==> src/sv/sdcc_pkg.sv <==
package sdcc_pkg;

	localparam int CFG_IDX_W = 2;
	localparam int CFG_DATA_W = 24;

	localparam logic [CFG_IDX_W-1:0] CFG_STAGE_ONE   = 2'd0;
	localparam logic [CFG_IDX_W-1:0] CFG_STAGE_TWO   = 2'd1;
	localparam logic [CFG_IDX_W-1:0] CFG_STAGE_THREE = 2'd2;
	localparam logic [CFG_IDX_W-1:0] CFG_FAN_DELAY   = 2'd3;

	localparam logic [23:0] STAGE_ONE_RST   = 24'h231E46;
	localparam logic [23:0] STAGE_TWO_RST   = 24'h322D55;
	localparam logic [23:0] STAGE_THREE_RST = 24'h3C2850;
	localparam logic [7:0]  FAN_DELAY_RST   = 8'd6;

	localparam logic [5:0] SECS_PER_MIN  = 6'd60;
	localparam logic [5:0] MINS_PER_HOUR = 6'd60;
	localparam logic [4:0] HOURS_PER_DAY = 5'd24;

	localparam logic [1:0] STAGE_NONE  = 2'd0;
	localparam logic [1:0] STAGE_ONE   = 2'd1;
	localparam logic [1:0] STAGE_TWO   = 2'd2;
	localparam logic [1:0] STAGE_THREE = 2'd3;

	typedef struct packed {
		logic [7:0] heat;
		logic [7:0] air;
		logic [7:0] hum;
	} limits_t;

	typedef struct packed {
		limits_t    stage_one;
		limits_t    stage_two;
		limits_t    stage_three;
		logic [7:0] fan_delay;
	} cfg_t;

	typedef struct packed {
		logic       second_tick;
		logic       fan_tick;
		logic [7:0] heater_temp;
		logic [7:0] air_temp;
		logic [6:0] air_humidity;
	} item_t;

	typedef struct packed {
		logic       heater_on;
		logic       fan_on;
		logic       delay_running;
		logic [1:0] stage;
		logic [4:0] hours;
		logic [5:0] minutes;
		logic [5:0] seconds;
	} result_t;

	typedef struct packed {
		logic [4:0] hours;
		logic [5:0] minutes;
		logic [5:0] seconds;
	} tod_t;

endpackage

==> src/sv/sdcc_cfg_regs.sv <==
module sdcc_cfg_regs (
	input  logic                           clk,
	input  logic                           arst_n,
	input  logic                           wr_en,
	input  logic [sdcc_pkg::CFG_IDX_W-1:0]  wr_index,
	input  logic [sdcc_pkg::CFG_DATA_W-1:0] wr_data,
	output sdcc_pkg::cfg_t                 cfg
);
	import sdcc_pkg::*;

	cfg_t cfg_q;

	always_ff @(posedge clk or negedge arst_n) begin
		if (!arst_n) begin
			cfg_q.stage_one   <= STAGE_ONE_RST;
			cfg_q.stage_two   <= STAGE_TWO_RST;
			cfg_q.stage_three <= STAGE_THREE_RST;
			cfg_q.fan_delay   <= FAN_DELAY_RST;
		end else if (wr_en) begin
			case (wr_index)
				CFG_STAGE_ONE:   cfg_q.stage_one   <= wr_data;
				CFG_STAGE_TWO:   cfg_q.stage_two   <= wr_data;
				CFG_STAGE_THREE: cfg_q.stage_three <= wr_data;
				CFG_FAN_DELAY:   cfg_q.fan_delay   <= wr_data[7:0];
				default: ;
			endcase
		end
	end

	assign cfg = cfg_q;

endmodule

==> src/sv/sdcc_clock.sv <==
module sdcc_clock (
	input  logic           clk,
	input  logic           arst_n,
	input  logic           advance,
	input  logic           second_tick,
	output sdcc_pkg::tod_t tod_nxt
);
	import sdcc_pkg::*;

	tod_t tod_q;
	logic [5:0] sec_inc;
	logic [5:0] min_inc;
	logic [4:0] hour_inc;

	always_comb begin
		sec_inc  = tod_q.seconds + 6'd1;
		min_inc  = tod_q.minutes + 6'd1;
		hour_inc = tod_q.hours + 5'd1;
		tod_nxt  = tod_q;
		if (second_tick) begin
			if (sec_inc >= SECS_PER_MIN) begin
				tod_nxt.seconds = '0;
				if (min_inc >= MINS_PER_HOUR) begin
					tod_nxt.minutes = '0;
					tod_nxt.hours   = (hour_inc >= HOURS_PER_DAY) ? '0 : hour_inc;
				end else begin
					tod_nxt.minutes = min_inc;
				end
			end else begin
				tod_nxt.seconds = sec_inc;
			end
		end
	end

	always_ff @(posedge clk or negedge arst_n) begin
		if (!arst_n) begin
			tod_q <= '0;
		end else if (advance) begin
			tod_q <= tod_nxt;
		end
	end

endmodule

==> src/sv/sdcc_ctrl.sv <==
module sdcc_ctrl (
	input  logic           clk,
	input  logic           arst_n,
	input  logic           advance,
	input  sdcc_pkg::item_t item,
	input  sdcc_pkg::tod_t  tod,
	input  sdcc_pkg::cfg_t  cfg,
	output sdcc_pkg::result_t result
);
	import sdcc_pkg::*;

	logic [7:0] ticks_q, ticks_nxt, ticks_inc;
	logic       ready_q, ready_nxt;
	logic       enable_q, enable_nxt;
	logic       fan_q, fan_nxt;
	logic       counted, reached;
	logic [1:0] stage;
	limits_t    lim;
	logic       over;
	logic       heater;

	always_comb begin
		// stage windows, boundary tests kept as specified (gaps included)
		if (tod.hours < 5'd1 || (tod.hours == 5'd1 && tod.minutes <= 6'd35))
			stage = STAGE_ONE;
		else if ((tod.hours >= 5'd1 && tod.minutes >= 6'd36 && tod.hours < 5'd9) ||
			(tod.hours > 5'd1 && tod.hours <= 5'd9 && tod.minutes < 6'd40))
			stage = STAGE_TWO;
		else if ((tod.hours >= 5'd9 && tod.minutes >= 6'd41 && tod.hours < 5'd14) ||
			(tod.hours > 5'd9 && tod.hours <= 5'd14 && tod.minutes <= 6'd55))
			stage = STAGE_THREE;
		else
			stage = STAGE_NONE;

		case (stage)
			STAGE_ONE:   lim = cfg.stage_one;
			STAGE_TWO:   lim = cfg.stage_two;
			default:     lim = cfg.stage_three;
		endcase

		// fan delay counter first
		counted   = item.fan_tick && enable_q;
		ticks_inc = ticks_q + 8'd1;
		reached   = ticks_inc >= cfg.fan_delay;
		ticks_nxt = ticks_q;
		ready_nxt = ready_q;
		if (counted) begin
			ticks_nxt = reached ? '0 : ticks_inc;
			ready_nxt = ready_q | reached;
		end

		enable_nxt = enable_q;
		fan_nxt    = fan_q;
		heater     = 1'b1;
		over       = (item.air_temp > lim.air) || ({1'b0, item.air_humidity} > lim.hum);
		if (stage == STAGE_NONE) begin
			fan_nxt = 1'b0;
		end else begin
			heater = item.heater_temp < lim.heat;
			if (over) begin
				enable_nxt = !ready_nxt;
				if (ready_nxt)
					fan_nxt = 1'b1;
			end else begin
				enable_nxt = 1'b0;
				ready_nxt  = 1'b0;
				fan_nxt    = 1'b0;
			end
		end

		result.heater_on     = heater;
		result.fan_on        = fan_nxt;
		result.delay_running = enable_nxt;
		result.stage         = stage;
		result.hours         = tod.hours;
		result.minutes       = tod.minutes;
		result.seconds       = tod.seconds;
	end

	always_ff @(posedge clk or negedge arst_n) begin
		if (!arst_n) begin
			ticks_q  <= '0;
			ready_q  <= 1'b0;
			enable_q <= 1'b0;
			fan_q    <= 1'b0;
		end else if (advance) begin
			ticks_q  <= ticks_nxt;
			ready_q  <= ready_nxt;
			enable_q <= enable_nxt;
			fan_q    <= fan_nxt;
		end
	end

endmodule

==> src/sv/staged_drying_climate_controller.sv <==
// Channel   Direction  Handshake              Payload
// item      in         item_valid/item_stall  item_t: ticks and sensor readings
// result    out        result_valid/result_stall result_t: relays, stage, clock
// cfg       in         cfg_valid/cfg_ready    cfg_index, cfg_data (4 registers)
//
// One beat per cycle sustained while result_stall stays low. A beat is held in
// the input stage, where the clock, stage select and fan logic update state in a
// single pass, then lands in the result register, which drives result_valid.
// Reset clears the clock, fan timer state and both pipeline valids, and loads
// the default stage limits and fan delay. A stalled result holds the input
// stage; the input stalls only when both stages hold a beat and the result is
// stalled.
module staged_drying_climate_controller (
	input  logic                           clk,
	input  logic                           arst_n,
	input  logic                           item_valid,
	output logic                           item_stall,
	input  sdcc_pkg::item_t                item,
	output logic                           result_valid,
	input  logic                           result_stall,
	output sdcc_pkg::result_t              result,
	input  logic                           cfg_valid,
	output logic                           cfg_ready,
	input  logic [sdcc_pkg::CFG_IDX_W-1:0]  cfg_index,
	input  logic [sdcc_pkg::CFG_DATA_W-1:0] cfg_data
);
	import sdcc_pkg::*;

	item_t   item_s1;
	logic    valid_s1;
	result_t result_q;
	logic    result_valid_q;
	logic    advance;
	logic    accept;
	cfg_t    cfg;
	tod_t    tod_nxt;
	result_t result_nxt;

	// the input stage moves on when the result register is free or draining
	assign advance    = valid_s1 && (!result_valid_q || !result_stall);
	assign item_stall = valid_s1 && !advance;
	assign accept     = item_valid && !item_stall;
	assign cfg_ready  = 1'b1;

	sdcc_cfg_regs u_cfg (
		.clk      (clk),
		.arst_n   (arst_n),
		.wr_en    (cfg_valid && cfg_ready),
		.wr_index (cfg_index),
		.wr_data  (cfg_data),
		.cfg      (cfg)
	);

	sdcc_clock u_clock (
		.clk         (clk),
		.arst_n      (arst_n),
		.advance     (advance),
		.second_tick (item_s1.second_tick),
		.tod_nxt     (tod_nxt)
	);

	sdcc_ctrl u_ctrl (
		.clk     (clk),
		.arst_n  (arst_n),
		.advance (advance),
		.item    (item_s1),
		.tod     (tod_nxt),
		.cfg     (cfg),
		.result  (result_nxt)
	);

	always_ff @(posedge clk or negedge arst_n) begin
		if (!arst_n) begin
			valid_s1 <= 1'b0;
		end else if (accept) begin
			valid_s1 <= 1'b1;
		end else if (advance) begin
			valid_s1 <= 1'b0;
		end
	end

	always_ff @(posedge clk) begin
		if (accept)
			item_s1 <= item;
	end

	always_ff @(posedge clk or negedge arst_n) begin
		if (!arst_n) begin
			result_valid_q <= 1'b0;
		end else if (advance) begin
			result_valid_q <= 1'b1;
		end else if (!result_stall) begin
			result_valid_q <= 1'b0;
		end
	end

	always_ff @(posedge clk) begin
		if (advance)
			result_q <= result_nxt;
	end

	assign result_valid = result_valid_q;
	assign result       = result_q;

endmodule

==> config.mk <==
export PLATFORM = sky130hd
export DESIGN_NAME = staged_drying_climate_controller
export DESIGN_NICKNAME = d
export VERILOG_FILES = /design/src/sv/sdcc_pkg.sv /design/src/sv/sdcc_cfg_regs.sv /design/src/sv/sdcc_clock.sv /design/src/sv/sdcc_ctrl.sv /design/src/sv/staged_drying_climate_controller.sv
export SDC_FILE = /design/constraint.sdc
export NUM_CORES = 1
export LEC_CHECK = 0
export BUFFER_PORTS_ARGS = -buffer_cell sky130_fd_sc_hd__buf_2
export CELL_PAD_IN_SITES_DETAIL_PLACEMENT = 1
export CELL_PAD_IN_SITES_GLOBAL_PLACEMENT = 2
export CORE_ASPECT_RATIO = 0.75
export CORE_MARGIN = 2
export CORE_UTILIZATION = 41
export CTS_BUF_LIST = sky130_fd_sc_hd__clkbuf_2 sky130_fd_sc_hd__clkbuf_4 sky130_fd_sc_hd__clkbuf_8
export DETAILED_ROUTE_END_ITERATION = 8
export PLACE_DENSITY_LB_ADDON = 0.25
export SLEW_MARGIN = 10
export SYNTH_ARGS = -nofsm -noshare
export SYNTH_HDL_FRONTEND = slang
export SYNTH_SLANG_ARGS = --single-unit
==> constraint.sdc <==
create_clock -name clk -period 6 [get_ports clk]
set_input_delay 0.6 -clock clk [delete_from_list [all_inputs] [get_ports clk]]
set_output_delay 0.6 -clock clk [all_outputs]
set_load 0.01 [all_outputs]
* After elaboration in Yosys (flattened, before gate mapping)
Index checks and enable logic that the tools add are counted.
Cells by class: reduce and logical (&&, ||, !) cells 31, bitwise gates (word level) 1, add/subtract/negate cells 4, order comparisons 21, multiplexer cells 23, equal/unequal tests 7
Operators by type and width (number):
- one-hot mux 24 bit (2 select lines) | 1
- >= comparator 6 bit (second input constant) | 4
- 2-to-1 mux 17 bit | 1
- logical AND 1 bit | 13
- adder 6 x 1 -> 6 bit (second input constant) | 2
- less-or-equal comparator 6 bit (second input constant) | 2
- 2-to-1 mux 1 bit | 12
- 2-to-1 mux 6 bit | 2
- 2-to-1 mux 11 bit | 1
- less-or-equal comparator 5 x 4 -> 1 bit (second input constant) | 2
- less-than comparator 5 x 4 -> 1 bit (second input constant) | 2
- 2-to-1 mux 5 bit | 2
- AND reduction 2 bit | 5
- adder 8 x 1 -> 8 bit (second input constant) | 1
- >= comparator 8 bit | 1
- greater-than comparator 7 x 8 -> 1 bit | 1
- greater-than comparator 8 bit | 1
- less-than comparator 8 bit | 1
- 2-to-1 mux 8 bit | 1
- == test 2 bit (second input constant) | 3
- less-than comparator 6 bit (second input constant) | 1
- 2-to-1 mux 2 bit | 3
- adder 5 x 1 -> 5 bit (second input constant) | 1
- == test 5 x 1 -> 1 bit (second input constant) | 1
- other kinds (13) | 23
Storage, ports and cells: flip-flop bits (word level) 157, logic and storage cells 118, input port bits 56, output and inout port bits 25

* Depth between registers and ports, before layout
Gate-level depths: netlist (run 1).
depth in word-level cells 19, gate-level depth with buffers 24, depth with buffers taken out 23

* Cells and area by module
A second synthesis (run 1) with hierarchy kept.
Unflattened totals: cells, all modules 686, area total of the unflattened synthesis 8165.3 µm²
By module, submodules not included:
- sdcc_cfg_regs | instances 1, area an instance 3040.4 µm², cells each 170
- sdcc_ctrl | instances 1, area an instance 2033.2 µm², cells each 274
- sdcc_clock | instances 1, area an instance 1576.5 µm², cells each 185
- staged_drying_climate_controller | instances 1, area an instance 1515.2 µm², cells each 57

* Least setup slack after synthesis (run 1)
Ideal clock, no wire load.
path kind flip-flop to flip-flop, start point reg u_clock.tod_q[0] (netlist name), end point reg result_q, in the netlist result[19] (data pin), clock period less this slack 4912 ps, buffers on the path 1, cell stages (with the launch flop) 24, required time 5743 ps, setup time 257 ps, arrival time 4655 ps, setup slack 1088 ps, path through dfrtp_1 -> ha_1 -> nand2b_1 -> o211ai_2 -> o2111ai_4 -> nor2_2 -> mux2_1 -> o2111ai_2 -> o31ai_4 -> inv_2 -> clkbuf_1 -> o22ai_1 -> o21bai_1 -> ha_1 -> nor2b_1 -> o21a_1 -> o21a_1 -> o21ai_0 -> a21oi_1 -> o31ai_1 -> nand2_1 -> a31oi_1 -> a21oi_1 -> a32o_1
RTL lines:
- start: declaration | RTL line sdcc_clock.sv:10 | tod_t tod_q;
- start signal: assignment | RTL line sdcc_clock.sv:39 | tod_q <= tod_nxt;
- end signal: assignment | RTL line staged_drying_climate_controller.sv:99 | result_q <= result_nxt;
- end: declaration | RTL line staged_drying_climate_controller.sv:31 | result_t result_q;

==> impl_metrics.yaml, run 1 <==
pwr:
  leakagePower_nw: 3.84
  power.internal_w: 0.00204
  irDropWorstVdd_mv: 0.153
  p_per_area_mw_per_mm2: 339
  swShare: 0.347
  clkPwrFrac: 0.245
  switchingPower_w: 0.00108
  combPwrFrac: 0.288
  seqPwrFrac: 0.467
clock_network:
  clkTransAtPathRegs_ps: 100
  cts_buffers: 17
  insertion_delay_ps: 450
  root_buffer: "clkbuf_8"
  h-tree-depth: 4
  ctsHoldBuffers: 0
  cts_tree: "yes"
  cts.sinks: 157
  cts.path.max_buffers: 2
synth:
  ys_types: 83
  syn_nets: 806
  yosys_warnings: 0
  syn-mean-instance-area_um2: 11.4
  async_reset_ff_frac: 0.701
  synthCells: 716
  ys_ff_latch: 157
  yosysSeqAreaShare: 0.514
  synth_edf_count: 47
  synth_area_mm2: 0.00817
  ys.flop_type: "dfrtp_1"
cells_and_area:
  final_cell_mix: "81 x mux2_2, 78 x buf_2, 76 x dfrtp_1"
  antennaDiodeCount: 0
  postLayoutCoreUtil: 0.475
  fin_nets: 879
  syn2layout_area_growth_pct: 13.0
  drive_gt1_frac: 0.337
  layout_commonest_cell: "mux2_2"
worst_setup_path:
  startpoint_type: "register"
  crit_type: "register to register"
  critPathArrivalTime_ps: 5780
  cp_max_fo: 17
  end_kind: "register"
  required_ps: 6200
  r2r_start: "u_clock.tod_q[0]$_DFFE_PN0P_"
  r2r_cells: 22
  rr_endpoint: "result[19]$_DFFE_PP_"
  rrSetupSlack_ps: 420
sta:
  setup_viol: 0
  drv_slew: 0
  worstMarginPinSlew_ps: 1110
  whs_ps: 227
  slew_headroom: 0.249
  fmax_ghz: 0.179
  rsz0062_at_grt: "false"
  period_share: 0.930
  fin_skew_ps: 13.9
  fin_setup_tns_ps: 0
  hold_violations: 0
  fin_crit_ps: 5580
placed_design:
  hpwl_mm: 15.2
  portBuffers: 79
  place_congestion: 0.846
worst_hold_path:
  hp-class: "input pin to async pin"
routing:
  viasPerCell: 5.67
  vias: 5980
  ant_nets: 0
  drc: 0
  wl_per_cell_um: 20.0
  drtPass1Iterations: 4
  drt_iter0_markers: 370
  wirelength_mm: 21.1
global_routing:
  grt_start_max_net_pins: 58
  grt_pass1_wl_mm: 34.9
  track_usage: 0.210
  antenna_found_initial: 0
  grt_pass1_vias: 6390
  gr-total-overflow: 0
outcome:
  outcome: "finished, final reports clean"
floorplanning:
  ioPinCount: 81
  fp-row-count: 44
  fp.dieH_um: 126
  die_width_um: 167
  start_util: 0.420
  die_area_mm2: 0.0211
  core-area_mm2: 0.0194
flow_run:
  max-cap-violations: 0
==> synthesized netlist by cell type (4+ instances only) <==
master	instances	share of area
ha_1	34	0.052
nand4_1	7	0.0054
dfrtp_1	79	0.24
mux2_2	81	0.11
o22ai_1	26	0.020
nand3b_1	4	0.0037
or2_2	4	0.0031
a31oi_1	10	0.0077
buf_2	6	0.0037
nand2b_1	15	0.011
o21a_1	11	0.010
xnor2_1	5	0.0054
clkbuf_1	29	0.013
a21oi_1	23	0.014
o21bai_1	20	0.018
nor2_1	18	0.0083
a21o_1	9	0.0083
nor2b_1	9	0.0069
and3_1	4	0.0031
nor3_1	6	0.0037
a211o_1	4	0.0043
edfxtp_1	47	0.17
nand2_1	68	0.031
inv_1	27	0.012
nand3_1	21	0.013
o21ai_0	35	0.021
dfstp_2	31	0.10
==> sequential cells by signal (all words and copies together) (netlist names) <==
name	cells
u_ctrl.ticks_q	8
item_s1	25
result	22
valid_s1	1
u_clock.tod_q	17
u_ctrl.fan_q	1
u_ctrl.ready_q	1
u_cfg.cfg	80
result_valid	1
u_ctrl.enable_q	1
==> critical path, stage by stage, from the launching register on <==
cell and delay, ps:
dfrtp_1 450, ha_1 280, nand2b_1 170, o211ai_2 240, o2111ai_4 260, o31a_1 390
a211oi_4 360, inv_2 120, o31ai_4 380, inv_2 250, o22ai_1 270, o21bai_1 160
ha_1 260, nor2b_1 140, o21a_1 180, o21a_1 180, o21a_1 170, o21a_1 170
o21a_1 170, o22ai_2 190, a211o_1 180, a21oi_1 110, a32o_1 240
==> routing by layer <==
layer | vias up | routed length (µm) | GRT usage
met4 | 0 | 265 | 0.0538
met5 | - | 0 | 0
li1 | 2799 | - | -
met3 | 18 | 791 | 0.0427
met1 | 3066 | 10400 | 0.299
met2 | 97 | 9640 | 0.330
==> area by class of cell <==
| class | count | area (µm²) |
|---|---|---|
| inverter | 30 | 113 |
| tap | 253 | 317 |
| clock inverter | 15 | 141 |
| multi-input combinational | 489 | 3710 |
| clock buffer | 17 | 234 |
| timing repair buffer | 94 | 510 |
| sequential | 157 | 4210 |
| fill | 2126 | 10200 |
==> stage by stage <==
step	worst slack, ps	cell area (µm²)	cells	total power (W)
4_1_cts	165	9210	1055	0.00316
2_1_floorplan	1090	8170	716	0.00206
5_1_grt	23.4	9230	1055	0.00334
3_3_place_gp	443	8840	1023	0.00232
3_5_place_dp	180	8840	1023	0.00239
6_report	423	9230	1055	0.00313
==> timing repair <==
action,4_1_cts,5_1_grt
resized for setup,0,7
buffers inserted,0,0
setup endpoints to repair,0,4
==> power groups by stage <==
stage                     Sequential (W)  Combinational, W  Clock [W]
final                            0.00146          0.000902   0.000766
after global routing             0.00149           0.00102   0.000837
after detailed placement         0.00148          0.000904          0
after floorplan                  0.00144          0.000625          0
after global placement           0.00147          0.000850          0
after CTS                        0.00146          0.000910   0.000792
==> kinds of logic (layout without fill, tap and decap cells) <==
logic type	Yosys count	in the layout	share of synthesized area
compound gates	185	185	0.164
simple gates	176	176	0.109
flops	157	157	0.514
mux	85	85	0.117
buf+inv	70	156	0.0351
fa+ha+maj	34	34	0.0521
xor+xnor	8	8	0.00857
other cells	1	1	0.000459
==> how the worst max path moves through the flow <==
stage | cells after the start | endpoint | from | slack (ps)
finish | 22 | result[19]$_DFFE_PP_ | u_clock.tod_q[0]$_DFFE_PN0P_ | 420
global route | 22 | result[19]$_DFFE_PP_ | u_clock.tod_q[6]$_DFFE_PN0P_ | 20
CTS | 22 | result[19]$_DFFE_PP_ | u_clock.tod_q[0]$_DFFE_PN0P_ | 170
detailed placement | 22 | result[19]$_DFFE_PP_ | u_clock.tod_q[0]$_DFFE_PN0P_ | 180
global placement | 22 | result[19]$_DFFE_PP_ | u_clock.tod_q[6]$_DFFE_PN0P_ | 440
floorplan | 23 | result[19]$_DFFE_PP_ | u_clock.tod_q[0]$_DFFE_PN0P_ | 1090
Note: power is estimated with default switching activity, not from simulation.
==> run 2: changes to the inputs <==
--- a/config.mk
+++ b/config.mk
@@ -10,11 +10,12 @@
 export CELL_PAD_IN_SITES_GLOBAL_PLACEMENT = 2
 export CORE_ASPECT_RATIO = 0.75
 export CORE_MARGIN = 2
-export CORE_UTILIZATION = 41
+export CORE_UTILIZATION = 42
 export CTS_BUF_LIST = sky130_fd_sc_hd__clkbuf_2 sky130_fd_sc_hd__clkbuf_4 sky130_fd_sc_hd__clkbuf_8
 export DETAILED_ROUTE_END_ITERATION = 8
 export PLACE_DENSITY_LB_ADDON = 0.25
 export SLEW_MARGIN = 10
 export SYNTH_ARGS = -nofsm -noshare
 export SYNTH_HDL_FRONTEND = slang
+export SYNTH_HIERARCHICAL = 1
 export SYNTH_SLANG_ARGS = --single-unit
==> run 2 against run 1 <==
  * Global-route usage shrank 0.61 points
  * Final cell count is 3.6% lower
  * Clock power up 8.4%
  * Non-clock buffer count grew 2
  * Cell area decreased by 0.98%
  * Via count decreased by 4.9%
  * Fmax decreased by 0.11%
  * Total power fell by 6.6%
  * Combinational power is 25% lower
  * Worst hold slack worse by 4.7 ps
  * Synthesized cell count fell by 4.2%
  * Largest cell class unchanged
==> impl_metrics.yaml, run 2 <==
outcome:
  outcome: "finished, final reports clean"
sta:
  fin_setup_tns_ps: 0
  setup_viol: 0
  slew_headroom: 0.429
  rsz0062_at_grt: "false"
  fin_crit_ps: 5580
  period_share: 0.931
  fin_skew_ps: 14.7
  hold_violations: 0
  drv_slew: 0
  fmax_ghz: 0.179
  worstMarginPinSlew_ps: 852
  setup_slack_ps: 417
synth:
  synth_most_common_cell: "mux2_2"
  synth_area_mm2: 0.00817
  synthCells: 686
  synth.top_cell.area_share: 0.242
  ys.flop_type: "dfrtp_1"
  yosysSeqAreaShare: 0.515
  syn_nets: 779
  yosys_warnings: 6
  ys_ff_latch: 157
  syn-mean-instance-area_um2: 11.9
  yosys-top-cells-area: "dfrtp_1 24%, edfxtp_1 17%, mux2_2 12%, dfstp_2 10%, ha_1 5.7%"
  ys_types: 73
  ys_top_cells_by_count: "84 x mux2_2, 79 x dfrtp_1, 65 x nand2_1"
  yosysTopAreaCell: "dfrtp_1"
  async_reset_ff_frac: 0.701
  synth_edf_count: 47
routing:
  drtPass1Iterations: 4
  viasPerCell: 5.59
  ant_nets: 0
  drc: 0
  drt_iter0_markers: 264
  wl_per_cell_um: 19.8
  vias: 5689
  wirelength_mm: 20.2
floorplanning:
  fp.dieH_um: 125
  die_width_um: 165
  fp-row-count: 44
  start_util: 0.425
  die_area_mm2: 0.0206
  core-area_mm2: 0.0192
  ioPinCount: 81
worst_setup_path:
  end_kind: "register"
  cp_max_fo: 7
  crit_type: "register to register"
  critPathArrivalTime_ps: 5780
  startpoint_type: "register"
  required_ps: 6200
placed_design:
  place_congestion: 0.826
  postPlaceCellArea_mm2: 0.00869
  pre_cts_slack_ps: 217
  hpwl_mm: 14.3
  portBuffers: 79
cells_and_area:
  final_cell_mix: "84 x mux2_2, 79 x dfrtp_1, 78 x buf_2"
  fillers: 2041
  syn2layout_area_growth_pct: 12.0
  fin_area_mm2: 0.00914
  antennaDiodeCount: 0
  fin_nets: 844
  layout_commonest_cell: "mux2_2"
  drive_gt1_frac: 0.357
  largest_reg_flops: 80
pwr:
  leakagePower_nw: 3.72
  switchingPower_w: 0.000951
  power.internal_w: 0.00197
  seqPwrFrac: 0.484
  swShare: 0.325
  p_per_area_mw_per_mm2: 320
  clkPwrFrac: 0.284
  finalPower_w: 0.00292
  irDropWorstVdd_mv: 0.129
  combPwrFrac: 0.232
clock_network:
  h-tree-depth: 4
  cts.sinks: 157
  insertion_delay_ps: 470
  clkTransAtPathRegs_ps: 90
  ctsHoldBuffers: 0
  root_buffer: "clkbuf_8"
  cts.path.max_buffers: 2
  cts_buffers: 17
  cts_tree: "yes"
global_routing:
  grt_pass1_vias: 6154
  grt_start_max_net_pins: 65
  gr-total-overflow: 0
  track_usage: 0.204
  grt_pass1_wl_mm: 32.5
  antenna_found_initial: 0
worst_hold_path:
  hp-class: "input pin to async pin"
flow_run:
  max-cap-violations: 0
==> run 2: path summary, 6_finish.rpt <==
kind,startpoint,endpoint,slack (ps),depth (start not counted)
hold / removal,arst_n,u_clock/tod_q[9]$_DFFE_PN0P_,220,1
setup / recovery,u_clock/tod_q[0]$_DFFE_PN0P_,result[19]$_DFFE_PP_,420,22
hold reg to reg,u_cfg/cfg[7]$_DFFE_PN0P_,u_cfg/cfg[7]$_DFFE_PN0P_,510,1
max in group asynchronous,arst_n,u_cfg/cfg[5]$_DFFE_PN0P_,4600,2
setup reg to reg,u_clock/tod_q[0]$_DFFE_PN0P_,result[19]$_DFFE_PP_,420,22
min in group clk,item[13],item_s1[13]$_DFFE_PP_,300,1
==> run 2: what timing repair did <==
item | in CTS | in global routing
gates resized for setup | 0 | 4
endpoints found under the setup margin | 0 | 5
setup buffers | 0 | 3
==> run 2: layout make-up <==
cell class              count  area, µm²  share of cell area
inverters                  22       82.6             0.00903
well taps                 253        317              0.0346
clock buffers              18        248              0.0271
multi-input cells         457       3580               0.392
repair buffers             96        551              0.0602
clock inverters            14        158              0.0172
flip-flops and latches    157       4200               0.460
==> run 2: power groups by stage <==
stage	combinational, W	clock, W	sequential [W]
global placement	0.000640	0	0.00142
floorplan	0.000524	0	0.00140
CTS	0.000677	0.000861	0.00141
finish	0.000678	0.000830	0.00141
global route	0.000749	0.000900	0.00144
detailed placement	0.000672	0	0.00143
==> run 2: per-layer routing <==
metal | up-vias | track usage | routed length, µm
met5 | - | 0 | 0
met4 | 0 | 0.0578 | 229
met3 | 19 | 0.0406 | 766
met2 | 104 | 0.307 | 9240
met1 | 2909 | 0.299 | 9950
li1 | 2657 | - | -
==> run 2: worst max-delay path, cell delays in order (launching register included) <==
cell,delay [ps]
dfrtp_1,460
ha_1,270
nand2b_1,190
o21ai_1,280
a31o_2,320
nand3_1,150
a221o_1,430
o211ai_1,230
nand2_1,120
a311o_1,370
nor2b_1,160
o21ai_0,150
ha_2,320
buf_12,140
a22oi_1,90
nand2_1,100
o21ai_0,90
ha_1,310
a21o_1,180
a21oi_1,140
o221ai_1,200
a211oi_2,470
o31ai_1,120
==> run 2: kinds of logic after synthesis <==
| group | synth area share |
|---|---|
| simple gates | 0.106 |
| compound gates | 0.136 |
| flops | 0.515 |
| mux | 0.128 |
| buf+inv | 0.0496 |
| fa+ha+maj | 0.0567 |
| xor+xnor | 0.00950 |
| other cells | 0.000459 |
==> run 2: through the flow <==
step	hold slack, ps	util	std cells
5_1_grt	266	0.476	1017
6_report	222	0.476	1017
2_1_floorplan	304	-	686
3_3_place_gp	482	0.452	982
3_5_place_dp	495	0.452	982
4_1_cts	236	0.473	1014
